File: src/hw/rtl/awpm_pkg.sv
// ----------------------------------------------------------------------------
// awpm_pkg: shared definitions for the ADC wave property meter
// Field widths, register indexes, reset values and the result item layout.
// ----------------------------------------------------------------------------
package awpm_pkg;

   // Fixed field widths of the ports.
   localparam int SAMPLE_W   = 10;
   localparam int RATE_W     = 20;
   localparam int START_THR_W = 10;
   localparam int FS_W       = 13;
   localparam int FREQ_W     = 19;
   localparam int PERIOD_W   = 20;
   localparam int AMP_W      = 13;
   localparam int DUTY_W     = 7;
   localparam int CSR_IDX_W  = 2;
   localparam int CSR_DATA_W = 20;

   // Defaults for the top level parameters.
   localparam int DEF_MAX_SAMPLES = 4096;
   localparam int DEF_SAMPLE_BITS = 10;

   // Register reset values.
   localparam logic [RATE_W-1:0]      RATE_RESET      = RATE_W'(125000);
   localparam logic [START_THR_W-1:0] START_THR_RESET = START_THR_W'(512);
   localparam logic [FS_W-1:0]        FS_RESET        = FS_W'(1500);

   // Arithmetic constants.
   localparam logic [FREQ_W-1:0]   FREQ_MAX    = {FREQ_W{1'b1}};
   localparam logic [PERIOD_W-1:0] PERIOD_NUM  = PERIOD_W'(1000000);
   localparam logic [DUTY_W-1:0]   DUTY_SCALE  = DUTY_W'(100);

   typedef enum logic [CSR_IDX_W-1:0] {
      CSR_SAMPLE_RATE = 2'd0,
      CSR_START_THR   = 2'd1,
      CSR_FULL_SCALE  = 2'd2
   } csr_index_type;

   typedef struct packed {
      logic [FREQ_W-1:0]   frequency_hz;
      logic [PERIOD_W-1:0] period_us;
      logic [AMP_W-1:0]    amplitude_mv;
      logic [DUTY_W-1:0]   duty_percent;
      logic                valid_res;
   } result_type;

endpackage

File: src/hw/rtl/awpm_track.sv
// ----------------------------------------------------------------------------
// awpm_track: per-sample capture statistics
// Tracks peaks, adaptive threshold, high count and falling crossings.
// ----------------------------------------------------------------------------
module awpm_track
   import awpm_pkg::*;
#(
   parameter int SAMPLE_BITS = DEF_SAMPLE_BITS,
   parameter int MAX_SAMPLES = DEF_MAX_SAMPLES,
   parameter int CNT_W       = $clog2(DEF_MAX_SAMPLES + 1)
) (
   input  logic                   clock,
   input  logic                   reset,
   input  logic                   take,
   input  logic [SAMPLE_BITS-1:0] code,
   input  logic [START_THR_W-1:0] start_thr,
   input  logic                   clear,
   output logic [CNT_W-1:0]       sample_count,
   output logic [SAMPLE_BITS-1:0] peak_max,
   output logic [SAMPLE_BITS:0]   peak_min,
   output logic [CNT_W-1:0]       high_count,
   output logic [CNT_W-1:0]       crossing_span,
   output logic [CNT_W-1:0]       crossing_count
);

   localparam int CMP_W = (SAMPLE_BITS > START_THR_W) ? SAMPLE_BITS : START_THR_W;

   logic [CNT_W-1:0]       count_ff, count_in;
   logic [SAMPLE_BITS-1:0] max_ff, max_in;
   logic [SAMPLE_BITS:0]   min_ff, min_in;
   logic [SAMPLE_BITS-1:0] thr_ff, thr_in;
   logic [CNT_W-1:0]       high_ff, high_in;
   logic [CNT_W-1:0]       lastpos_ff, lastpos_in;
   logic [CNT_W-1:0]       span_ff, span_in;
   logic [CNT_W-1:0]       cross_ff, cross_in;
   logic                   was_high_ff, was_high_in;

   logic [CNT_W-1:0]       count_next;
   logic [CMP_W-1:0]       thr_cmp;
   logic                   is_high;
   logic [SAMPLE_BITS+1:0] mid_sum;

   always_comb begin
      count_in    = count_ff;
      max_in      = max_ff;
      min_in      = min_ff;
      thr_in      = thr_ff;
      high_in     = high_ff;
      lastpos_in  = lastpos_ff;
      span_in     = span_ff;
      cross_in    = cross_ff;
      was_high_in = was_high_ff;

      count_next = count_ff + CNT_W'(1);
      // Before the first sample the start register is used as it is now.
      thr_cmp    = (count_ff == '0) ? CMP_W'(start_thr) : CMP_W'(thr_ff);
      is_high    = CMP_W'(code) > thr_cmp;
      mid_sum    = '0;

      if (clear) begin
         count_in    = '0;
         max_in      = '0;
         min_in      = {1'b1, {SAMPLE_BITS{1'b0}}};
         thr_in      = '0;
         high_in     = '0;
         lastpos_in  = '0;
         span_in     = '0;
         cross_in    = '0;
         was_high_in = 1'b0;
      end else if (take && (count_ff < CNT_W'(MAX_SAMPLES))) begin
         count_in = count_next;
         if (code > max_ff) begin
            max_in = code;
         end
         if ({1'b0, code} < min_ff) begin
            min_in = {1'b0, code};
         end
         if (is_high) begin
            high_in = high_ff + CNT_W'(1);
         end
         if (was_high_ff && !is_high) begin
            if (cross_ff != '0) begin
               span_in = span_ff + (count_next - lastpos_ff);
            end
            lastpos_in = count_next;
            cross_in   = cross_ff + CNT_W'(1);
         end
         was_high_in = is_high;
         // The minimum is below full range once a sample is in, so the
         // midpoint fits the code width.
         mid_sum = (SAMPLE_BITS + 2)'(max_in) + (SAMPLE_BITS + 2)'(min_in);
         thr_in  = mid_sum[SAMPLE_BITS:1];
      end
   end

   always_ff @(posedge clock) begin
      if (reset) begin
         count_ff    <= '0;
         max_ff      <= '0;
         min_ff      <= {1'b1, {SAMPLE_BITS{1'b0}}};
         thr_ff      <= '0;
         high_ff     <= '0;
         lastpos_ff  <= '0;
         span_ff     <= '0;
         cross_ff    <= '0;
         was_high_ff <= 1'b0;
      end else begin
         count_ff    <= count_in;
         max_ff      <= max_in;
         min_ff      <= min_in;
         thr_ff      <= thr_in;
         high_ff     <= high_in;
         lastpos_ff  <= lastpos_in;
         span_ff     <= span_in;
         cross_ff    <= cross_in;
         was_high_ff <= was_high_in;
      end
   end

   assign sample_count   = count_ff;
   assign peak_max       = max_ff;
   assign peak_min       = min_ff;
   assign high_count     = high_ff;
   assign crossing_span  = span_ff;
   assign crossing_count = cross_ff;

endmodule

File: src/hw/rtl/awpm_div.sv
// ----------------------------------------------------------------------------
// awpm_div: shared iterative divider
// Restoring division, one quotient bit per cycle, with a done pulse.
// ----------------------------------------------------------------------------
module awpm_div
   import awpm_pkg::*;
#(
   parameter int NUM_W = RATE_W + 13,
   parameter int DEN_W = FREQ_W
) (
   input  logic             clock,
   input  logic             reset,
   input  logic             start,
   input  logic [NUM_W-1:0] num,
   input  logic [DEN_W-1:0] den,
   output logic             done,
   output logic [NUM_W-1:0] quot
);

   localparam int STEP_W = (NUM_W > 1) ? $clog2(NUM_W) : 1;

   logic [NUM_W-1:0]  quo_ff, quo_in;
   logic [DEN_W-1:0]  rem_ff, rem_in;
   logic [DEN_W-1:0]  den_ff, den_in;
   logic [STEP_W-1:0] step_ff, step_in;
   logic              busy_ff, busy_in;
   logic              done_ff, done_in;

   logic [DEN_W:0]    shifted;
   logic [DEN_W:0]    diff;
   logic              fits;

   always_comb begin
      quo_in  = quo_ff;
      rem_in  = rem_ff;
      den_in  = den_ff;
      step_in = step_ff;
      busy_in = busy_ff;
      done_in = 1'b0;

      shifted = {rem_ff, quo_ff[NUM_W-1]};
      diff    = shifted - {1'b0, den_ff};
      fits    = shifted >= {1'b0, den_ff};

      if (start) begin
         quo_in  = num;
         rem_in  = '0;
         den_in  = den;
         step_in = '0;
         busy_in = 1'b1;
      end else if (busy_ff) begin
         rem_in = fits ? diff[DEN_W-1:0] : shifted[DEN_W-1:0];
         quo_in = {quo_ff[NUM_W-2:0], fits};
         if (step_ff == STEP_W'(NUM_W - 1)) begin
            busy_in = 1'b0;
            done_in = 1'b1;
         end else begin
            step_in = step_ff + STEP_W'(1);
         end
      end
   end

   always_ff @(posedge clock) begin
      if (reset) begin
         busy_ff <= 1'b0;
         done_ff <= 1'b0;
         step_ff <= '0;
      end else begin
         busy_ff <= busy_in;
         done_ff <= done_in;
         step_ff <= step_in;
      end
      quo_ff <= quo_in;
      rem_ff <= rem_in;
      den_ff <= den_in;
   end

   assign done = done_ff;
   assign quot = quo_ff;

endmodule

File: src/hw/rtl/awpm_seq.sv
// ----------------------------------------------------------------------------
// awpm_seq: result sequencer
// Drives the shared multiplier and divider to form the result item.
// ----------------------------------------------------------------------------
module awpm_seq
   import awpm_pkg::*;
#(
   parameter int SAMPLE_BITS = DEF_SAMPLE_BITS,
   parameter int CNT_W       = $clog2(DEF_MAX_SAMPLES + 1),
   parameter int MUL_B_W     = 13,
   parameter int NUM_W       = RATE_W + 13,
   parameter int DEN_W       = FREQ_W
) (
   input  logic                   clock,
   input  logic                   reset,
   input  logic                   start,
   input  logic [RATE_W-1:0]      sample_rate,
   input  logic [FS_W-1:0]        full_scale,
   input  logic [CNT_W-1:0]       sample_count,
   input  logic [SAMPLE_BITS-1:0] peak_max,
   input  logic [SAMPLE_BITS:0]   peak_min,
   input  logic [CNT_W-1:0]       high_count,
   input  logic [CNT_W-1:0]       crossing_span,
   input  logic [CNT_W-1:0]       crossing_count,
   output logic                   div_start,
   output logic [NUM_W-1:0]       div_num,
   output logic [DEN_W-1:0]       div_den,
   input  logic                   div_done,
   input  logic [NUM_W-1:0]       div_quot,
   output logic                   idle,
   output logic                   res_valid,
   output result_type             res,
   input  logic                   res_take
);

   typedef enum logic [3:0] {
      ST_IDLE,
      ST_CHECK,
      ST_FREQ_GO,
      ST_FREQ_WAIT,
      ST_PER_GO,
      ST_PER_WAIT,
      ST_DUTY_GO,
      ST_DUTY_WAIT,
      ST_DONE
   } state_type;

   state_type           state_ff, state_in;
   logic [NUM_W-1:0]    prod_ff, prod_in;
   result_type          res_ff, res_in;

   logic [RATE_W-1:0]      mul_a;
   logic [MUL_B_W-1:0]     mul_b;
   logic [NUM_W-1:0]       mul_prod;
   logic [SAMPLE_BITS-1:0] peak_diff;
   logic [FREQ_W-1:0]      freq_sat;

   assign peak_diff = peak_max - peak_min[SAMPLE_BITS-1:0];

   // Operand select for the shared multiplier.
   always_comb begin
      case (state_ff)
         ST_CHECK: begin
            mul_a = sample_rate;
            mul_b = MUL_B_W'(crossing_count - CNT_W'(1));
         end
         ST_PER_GO: begin
            mul_a = RATE_W'(full_scale);
            mul_b = MUL_B_W'(peak_diff);
         end
         default: begin
            mul_a = RATE_W'(DUTY_SCALE);
            mul_b = MUL_B_W'(high_count);
         end
      endcase
   end

   assign mul_prod = NUM_W'(mul_a) * NUM_W'(mul_b);

   assign freq_sat = (div_quot > NUM_W'(FREQ_MAX)) ? FREQ_MAX : div_quot[FREQ_W-1:0];

   assign div_start = (state_ff == ST_FREQ_GO) || (state_ff == ST_PER_GO) ||
                      (state_ff == ST_DUTY_GO);
   assign div_num   = (state_ff == ST_PER_GO) ? NUM_W'(PERIOD_NUM) : prod_ff;

   always_comb begin
      case (state_ff)
         ST_FREQ_GO: div_den = DEN_W'(crossing_span);
         ST_PER_GO:  div_den = DEN_W'(res_ff.frequency_hz);
         default:    div_den = DEN_W'(sample_count);
      endcase
   end

   always_comb begin
      state_in = state_ff;
      prod_in  = prod_ff;
      res_in   = res_ff;
      unique case (state_ff)
         ST_IDLE: begin
            if (start) begin
               state_in = ST_CHECK;
            end
         end
         ST_CHECK: begin
            if ((crossing_count >= CNT_W'(2)) && (crossing_span != '0)) begin
               prod_in  = mul_prod;
               state_in = ST_FREQ_GO;
            end else begin
               res_in   = '0;
               state_in = ST_DONE;
            end
         end
         ST_FREQ_GO: begin
            state_in = ST_FREQ_WAIT;
         end
         ST_FREQ_WAIT: begin
            if (div_done) begin
               if (freq_sat == '0) begin
                  res_in   = '0;
                  state_in = ST_DONE;
               end else begin
                  res_in.frequency_hz = freq_sat;
                  state_in            = ST_PER_GO;
               end
            end
         end
         ST_PER_GO: begin
            prod_in  = mul_prod;
            state_in = ST_PER_WAIT;
         end
         ST_PER_WAIT: begin
            if (div_done) begin
               res_in.period_us    = div_quot[PERIOD_W-1:0];
               res_in.amplitude_mv = prod_ff[SAMPLE_BITS +: AMP_W];
               prod_in             = mul_prod;
               state_in            = ST_DUTY_GO;
            end
         end
         ST_DUTY_GO: begin
            state_in = ST_DUTY_WAIT;
         end
         ST_DUTY_WAIT: begin
            if (div_done) begin
               res_in.duty_percent = div_quot[DUTY_W-1:0];
               res_in.valid_res    = 1'b1;
               state_in            = ST_DONE;
            end
         end
         ST_DONE: begin
            if (res_take) begin
               state_in = ST_IDLE;
            end
         end
         default: begin
            state_in = ST_IDLE;
         end
      endcase
   end

   always_ff @(posedge clock) begin
      if (reset) begin
         state_ff <= ST_IDLE;
      end else begin
         state_ff <= state_in;
      end
      prod_ff <= prod_in;
      res_ff  <= res_in;
   end

   assign idle      = (state_ff == ST_IDLE);
   assign res_valid = (state_ff == ST_DONE);
   assign res       = res_ff;

endmodule

File: src/hw/rtl/adc_wave_property_meter_top.sv
// ----------------------------------------------------------------------------
// adc_wave_property_meter_top: wave frequency, period, amplitude and duty meter
// Measures one capture of ADC samples and reports one result item per capture.
// ----------------------------------------------------------------------------
// Each accepted sample item updates the running peaks, the adaptive threshold
// (floor midpoint of max and min, starting from the start_threshold register),
// the high-sample count and the falling-crossing statistics in registers, so
// while the sequencer is idle samples stream in at one item per clock. An item
// with is_last set closes the capture: the block then stalls its input while a
// small sequencer drives one multiplier and one shared restoring divider (one
// quotient bit per cycle) through three divisions: frequency, period and duty,
// with an N-bit numerator, N = 20 + max(count bits, SAMPLE_BITS, 7). After a
// crossing check the result item waits in the sequencer until it is handed to
// the output register, from which it shows up on rsp_. A capture with fewer
// than two crossings finishes with an all-zero result item; one whose
// frequency floors to zero stops after the first division, also with an
// all-zero result item. The result sits in an output register, so the next
// capture's samples are taken while it waits to be collected, and the capture
// statistics clear as the result is handed over. If that register is still
// occupied when the next result is finished, the input stays stalled until the
// receiver takes the older one. Samples beyond MAX_SAMPLES are ignored, though
// is_last on such a sample still closes the capture. Configuration registers
// are written through the csr_ port; the user must write them only while no
// capture result is being computed, as the block itself does not enforce it.
// ----------------------------------------------------------------------------
module adc_wave_property_meter_top
   import awpm_pkg::*;
#(
   parameter int MAX_SAMPLES = DEF_MAX_SAMPLES,
   parameter int SAMPLE_BITS = DEF_SAMPLE_BITS
) (
   input  logic                  clock,
   input  logic                  reset,
   input  logic                  req_valid,
   output logic                  req_stall,
   input  logic [SAMPLE_W-1:0]   req_sample,
   input  logic                  req_is_last,
   output logic                  rsp_valid,
   input  logic                  rsp_stall,
   output logic [FREQ_W-1:0]     rsp_frequency_hz,
   output logic [PERIOD_W-1:0]   rsp_period_us,
   output logic [AMP_W-1:0]      rsp_amplitude_mv,
   output logic [DUTY_W-1:0]     rsp_duty_percent,
   output logic                  rsp_valid_res,
   input  logic                  csr_we,
   input  logic [CSR_IDX_W-1:0]  csr_index,
   input  logic [CSR_DATA_W-1:0] csr_wdata
);

   // Counter width holds MAX_SAMPLES itself.
   localparam int CNT_W   = $clog2(MAX_SAMPLES + 1);
   localparam int MB_A    = (CNT_W > SAMPLE_BITS) ? CNT_W : SAMPLE_BITS;
   localparam int MUL_B_W = (MB_A > DUTY_W) ? MB_A : DUTY_W;
   localparam int NUM_W   = RATE_W + MUL_B_W;
   localparam int DEN_W   = (CNT_W > FREQ_W) ? CNT_W : FREQ_W;

   // Configuration registers.
   logic [RATE_W-1:0]      rate_ff, rate_in;
   logic [START_THR_W-1:0] start_thr_ff, start_thr_in;
   logic [FS_W-1:0]        fs_ff, fs_in;

   always_comb begin
      rate_in      = rate_ff;
      start_thr_in = start_thr_ff;
      fs_in        = fs_ff;
      if (csr_we) begin
         unique case (csr_index_type'(csr_index))
            CSR_SAMPLE_RATE: rate_in      = csr_wdata[RATE_W-1:0];
            CSR_START_THR:   start_thr_in = csr_wdata[START_THR_W-1:0];
            CSR_FULL_SCALE:  fs_in        = csr_wdata[FS_W-1:0];
            default: begin
               // Writes to unused indexes are dropped.
            end
         endcase
      end
   end

   always_ff @(posedge clock) begin
      if (reset) begin
         rate_ff      <= RATE_RESET;
         start_thr_ff <= START_THR_RESET;
         fs_ff        <= FS_RESET;
      end else begin
         rate_ff      <= rate_in;
         start_thr_ff <= start_thr_in;
         fs_ff        <= fs_in;
      end
   end

   // Input handshake: samples flow whenever the sequencer is idle.
   logic seq_idle;
   logic sample_take;

   assign req_stall   = !seq_idle;
   assign sample_take = req_valid && !req_stall;

   logic [CNT_W-1:0]       sample_count;
   logic [SAMPLE_BITS-1:0] peak_max;
   logic [SAMPLE_BITS:0]   peak_min;
   logic [CNT_W-1:0]       high_count;
   logic [CNT_W-1:0]       crossing_span;
   logic [CNT_W-1:0]       crossing_count;
   logic                   res_valid;
   logic                   res_take;
   result_type             res;

   awpm_track #(
      .SAMPLE_BITS (SAMPLE_BITS),
      .MAX_SAMPLES (MAX_SAMPLES),
      .CNT_W       (CNT_W)
   ) u_track (
      .clock          (clock),
      .reset          (reset),
      .take           (sample_take),
      .code           (SAMPLE_BITS'(req_sample)),
      .start_thr      (start_thr_ff),
      .clear          (res_take),
      .sample_count   (sample_count),
      .peak_max       (peak_max),
      .peak_min       (peak_min),
      .high_count     (high_count),
      .crossing_span  (crossing_span),
      .crossing_count (crossing_count)
   );

   logic             div_start;
   logic [NUM_W-1:0] div_num;
   logic [DEN_W-1:0] div_den;
   logic             div_done;
   logic [NUM_W-1:0] div_quot;

   awpm_seq #(
      .SAMPLE_BITS (SAMPLE_BITS),
      .CNT_W       (CNT_W),
      .MUL_B_W     (MUL_B_W),
      .NUM_W       (NUM_W),
      .DEN_W       (DEN_W)
   ) u_seq (
      .clock          (clock),
      .reset          (reset),
      .start          (sample_take && req_is_last),
      .sample_rate    (rate_ff),
      .full_scale     (fs_ff),
      .sample_count   (sample_count),
      .peak_max       (peak_max),
      .peak_min       (peak_min),
      .high_count     (high_count),
      .crossing_span  (crossing_span),
      .crossing_count (crossing_count),
      .div_start      (div_start),
      .div_num        (div_num),
      .div_den        (div_den),
      .div_done       (div_done),
      .div_quot       (div_quot),
      .idle           (seq_idle),
      .res_valid      (res_valid),
      .res            (res),
      .res_take       (res_take)
   );

   awpm_div #(
      .NUM_W (NUM_W),
      .DEN_W (DEN_W)
   ) u_div (
      .clock (clock),
      .reset (reset),
      .start (div_start),
      .num   (div_num),
      .den   (div_den),
      .done  (div_done),
      .quot  (div_quot)
   );

   // Output register: a finished result moves in when the slot is free or
   // is being emptied in the same cycle.
   logic       rsp_valid_ff, rsp_valid_in;
   result_type rsp_res_ff, rsp_res_in;

   assign res_take     = res_valid && (!rsp_valid_ff || !rsp_stall);
   assign rsp_valid_in = res_take || (rsp_valid_ff && rsp_stall);
   assign rsp_res_in   = res_take ? res : rsp_res_ff;

   always_ff @(posedge clock) begin
      if (reset) begin
         rsp_valid_ff <= 1'b0;
      end else begin
         rsp_valid_ff <= rsp_valid_in;
      end
      rsp_res_ff <= rsp_res_in;
   end

   assign rsp_valid        = rsp_valid_ff;
   assign rsp_frequency_hz = rsp_res_ff.frequency_hz;
   assign rsp_period_us    = rsp_res_ff.period_us;
   assign rsp_amplitude_mv = rsp_res_ff.amplitude_mv;
   assign rsp_duty_percent = rsp_res_ff.duty_percent;
   assign rsp_valid_res    = rsp_res_ff.valid_res;

endmodule

File: config.mk
export PLATFORM = sky130hd
export DESIGN_NAME = adc_wave_property_meter_top
export DESIGN_NICKNAME = d
export VERILOG_FILES = /design/src/hw/rtl/awpm_pkg.sv /design/src/hw/rtl/awpm_track.sv /design/src/hw/rtl/awpm_div.sv /design/src/hw/rtl/awpm_seq.sv /design/src/hw/rtl/adc_wave_property_meter_top.sv
export SDC_FILE = /design/constraint.sdc
export NUM_CORES = 1
export LEC_CHECK = 0
export BUFFER_PORTS_ARGS = -buffer_cell sky130_fd_sc_hd__buf_4
export CAP_MARGIN = 20
export CORE_MARGIN = 3
export CORE_UTILIZATION = 45
export DETAILED_ROUTE_END_ITERATION = 8
export PLACE_DENSITY = 0.69
export SLEW_MARGIN = 10
export SYNTH_ARGS = -nofsm -noshare
export SYNTH_HDL_FRONTEND = slang
export SYNTH_SLANG_ARGS = --single-unit
File: constraint.sdc
create_clock -name clock -period 9.9 [get_ports clock]
set_clock_uncertainty 0.15 [all_clocks]
set_input_delay 2.97 -clock clock [delete_from_list [all_inputs] [get_ports clock]]
set_output_delay 2.97 -clock clock [all_outputs]
set_load 0.02 [all_outputs]
==> key figures <==
Clocking
  • Clk_lat worst skew: between 0.5 and 0.6 ns
  • TritonCTS clock tree: yes
  • Root Driver: clkbuf_16
  • # clock sinks: around 380
  • PostCTS Resize Cnt: 0
  • CTS buffer count: 42
  • CTS Hold Bufs: 0
  • Postcts setup bufs: 0
  • Worst-path clk slew: roughly 0.06 ns
  • Clock Tree Buf Depth: 3
  • CTS H-tree lvls: 2

Synthesis
  • Seq/Total Area, Yosys: between 30% and 40%
  • Post-synthesis register bit count: between 300 and 400
  • Count of cell types in the netlist: 84
  • EDFF count, synth: around 210
  • Area contributors post-synth: edfxtp_1 23%, fa_1 16%, dfxtp_1 13%
  • Synth warn: 0
  • Synth Instances: 2,832
  • Net Count, Synth: 3,249
  • Top cell type's share of synthesized area: 23.2%
  • Mapped Area: approximately 27,000 sq um
  • Top_reg_cell synth: edfxtp_1
  • Post-synth top area cell: edfxtp_1
  • Mean Syn Cell Area: ~9.4 sq um
  • Async SR Flop Fraction: 0%

Critical path
  • Flop-to-flop setup slack: between 1 and 1.5 ns
  • CP Capture Type: flip-flop
  • Cells on worst reg2reg path: 25
  • Crit Path Class: reg -> reg
  • Worst R2R Start: u_seq.state_ff[2]
  • Buffers & Inverters on Critical Path: 4
  • Top delay family on crit path: adder cells
  • CP dominant cell by count: fa_1
  • Slowest CP cell: buf_4
  • CP max FO: 72
  • CP Launch Type: flip-flop
  • Slowest stage delay, CP: about 0.67 ns
  • CP required: 10.07 ns
  • Arrival @ worst endpoint: around 8.6 ns
  • FF-to-FF End: u_seq.prod_ff[30]

Drt
  • DRC viols: 0
  • Drt wl/cell: approximately 18 um
  • Vias/cell: about 5.5
  • Drt pass-1 iters: 6
  • Post-route ant nets: 0
  • Via count: between 20,000 and 25,000
  • Final WL: roughly 65,000 um
  • Initial DRC count: 1,484

STA
  • Setup violators final: 0
  • Fmax: 0.118 GHz
  • Final period utilization: about 85%
  • Worst-Margin Slew: between 1 and 1.5 ns
  • Final hold vios: 0
  • RSZ-0062 raised after global routing: false
  • Worst slew margin: a little over a quarter
  • Setup ws final: around 1.4 ns
  • Final Max Slew Viols: 0
  • Setup TNS: 0 ns
  • Crit path time final: approximately 8.5 ns

Place
  • DP Area: 28,000 sq um
  • Placer Congestion: approximately 0.91
  • Final HPWL DP: slightly below 50,000 um
  • Port Buffers: around 100
  • Setup Slack @ Placement: between 1.5 and 2 ns

Final layout
  • Commonest non-fill, non-tap cell in the layout: nand2_1
  • Post-route cell area: a little under 30,000 sq um
  • Area grow syn2layout: 11.2%
  • # nets final: approximately 3,300
  • Diodes inserted: 0
  • Layout fillers: 5,236
  • Most frequent cells in the layout: 435 x nand2_1, 322 x inv_1, 270 x nor2_1
  • Layout cells sized above 1: 8.45%

Power and ir drop
  • Leakage power: 12.8 nW
  • Worst vdd ir: about 0.15 mV
  • Power per cell area: 149 nW/um^2

Floorplan
  • DIE AREA: a little over 60,000 sq um
  • Core ar.: roughly 58,000 sq um
  • Starting Density: around 46%
  • DIE WIDTH: 249 um
  • Die Y: 249 um
  • FP Rows: 88
  • Io pins: 100

Global route
  • Largest net degree at the start of global routing: just over 90
  • First-pass GRT wire length: between 100,000 and 150,000 um
  • Vias in the first global route: 19,800
  • All-Layer GR Usage: 20.6%
  • Gr ovfl total: 0
  • Antenna violations before repair: 0

Hold path
  • Hold Path End: rsp_period_us[2]
  • Worst Hold Launch: u_seq.res[23]
  • Worst Hold Depth: 0
  • Hold crit path type: reg -> reg

Status
  • Outcome: finished clean

Job
  • Maxcap violations: 0
[sequential cells by signal, indices dropped and copies added, names as in the netlist, 11 cells and up]
| register | cells |
|---|---|
| fs_ff | 13 |
| rate_ff | 20 |
| rsp_amplitude_mv | 13 |
| rsp_frequency_hz | 19 |
| rsp_period_us | 20 |
| u_div.den_ff | 19 |
| u_div.quot | 33 |
| u_div.rem_ff | 19 |
| u_seq.prod_ff | 33 |
| u_seq.res | 60 |
| u_track.crossing_count | 13 |
| u_track.crossing_span | 13 |
| u_track.high_count | 13 |
| u_track.lastpos_ff | 13 |
| u_track.peak_min | 11 |
| u_track.sample_count | 13 |
[cells in the mapped netlist, types with 21 or more instances]
library cell / count
o21ai_0: 67
and2_1: 81
xor2_1: 49
clkbuf_1: 118
dfxtp_1: 172
a22oi_1: 31
edfxtp_1: 205
nand4_1: 21
xnor2_1: 61
inv_1: 322
nand3_1: 41
mux2i_1: 36
a21o_1: 28
nor2_1: 270
a21oi_1: 166
ha_1: 166
fa_1: 213
nand2_1: 435
nor3_1: 29
[power breakdown]
group          internal (mW)  switching (mW)
logic                  0.385           0.622
registers               1.72          0.0442
clock network          0.982           0.651
[cell families (layout without fill, tap and decap cells)]
group,Yosys count,after routing,synth area share [%]
simple gates,1016,1016,17.4
buf+inv,458,527,6.49
compound gates,439,439,10.4
fa+ha+maj,379,379,23.9
flops,377,377,36.1
xor+xnor,110,110,3.63
mux,53,53,2.08
[worst register-to-register path, stage by stage (launching register included)]
cell,delay (ns)
dfxtp_1,0.65
nand2b_1,0.28
nor3_4,0.19
buf_4,0.67
a22oi_1,0.29
o21ai_1,0.57
nand2_1,0.20
fa_1,0.57
inv_1,0.05
fa_1,0.50
fa_1,0.52
inv_1,0.05
fa_1,0.48
inv_1,0.05
fa_1,0.49
ha_1,0.35
o21a_2,0.22
o21ai_2,0.16
or2b_1,0.26
o31ai_2,0.11
o21a_1,0.22
o21ai_1,0.13
o311a_1,0.33
or4_1,0.41
a21oi_1,0.20
xnor2_1,0.11
[per-stage QoR]
stage                     instances  hold slack [ns]  power [mW]  util (%)
after floorplan                2832            0.250        2.51         -
after global placement         3587            0.256        2.77      48.3
after detailed placement       3588            0.255        2.80      48.3
after CTS                      3662            0.267        4.45      50.8
after global routing           3666            0.269        4.65      50.9
final                          3666            0.266        4.41      50.9
[per-layer routing]
metal	vias to the layer above	track usage (%)	part of all wire (%)
met5	-	0	0
met4	0	6.89	3.3
met3	131	3.75	6.7
met2	684	33.9	47
met1	9755	27.5	43
li1	9481	-	-
[worst max-delay path by stage]
stage	endpoint	slack, ns	from	depth (start not counted)
finish	u_seq.prod_ff[30]	1.44	u_seq.state_ff[2]	25
global route	u_seq.prod_ff[30]	1.0	u_seq.state_ff[2]	25
CTS	u_seq.prod_ff[30]	1.49	u_track.peak_max[0]	33
detailed placement	u_seq.prod_ff[30]	1.51	u_track.peak_max[0]	33
global placement	u_seq.prod_ff[30]	1.70	u_track.peak_max[0]	33
floorplan	u_seq.prod_ff[30]	2.18	u_track.peak_max[0]	34
[cell type report]
cell class | instances | area (sq um) | area share (%)
clock buffers | 51 | 1130 | 3.84
clock inverters | 23 | 319 | 1.08
inverters | 323 | 1210 | 4.10
multi-input cells | 1997 | 15300 | 51.8
flip-flops and latches | 377 | 9600 | 32.5
well taps | 765 | 957 | 3.24
repair buffers | 130 | 1020 | 3.46
No activity file was read; power rests on OpenSTA's default activity.
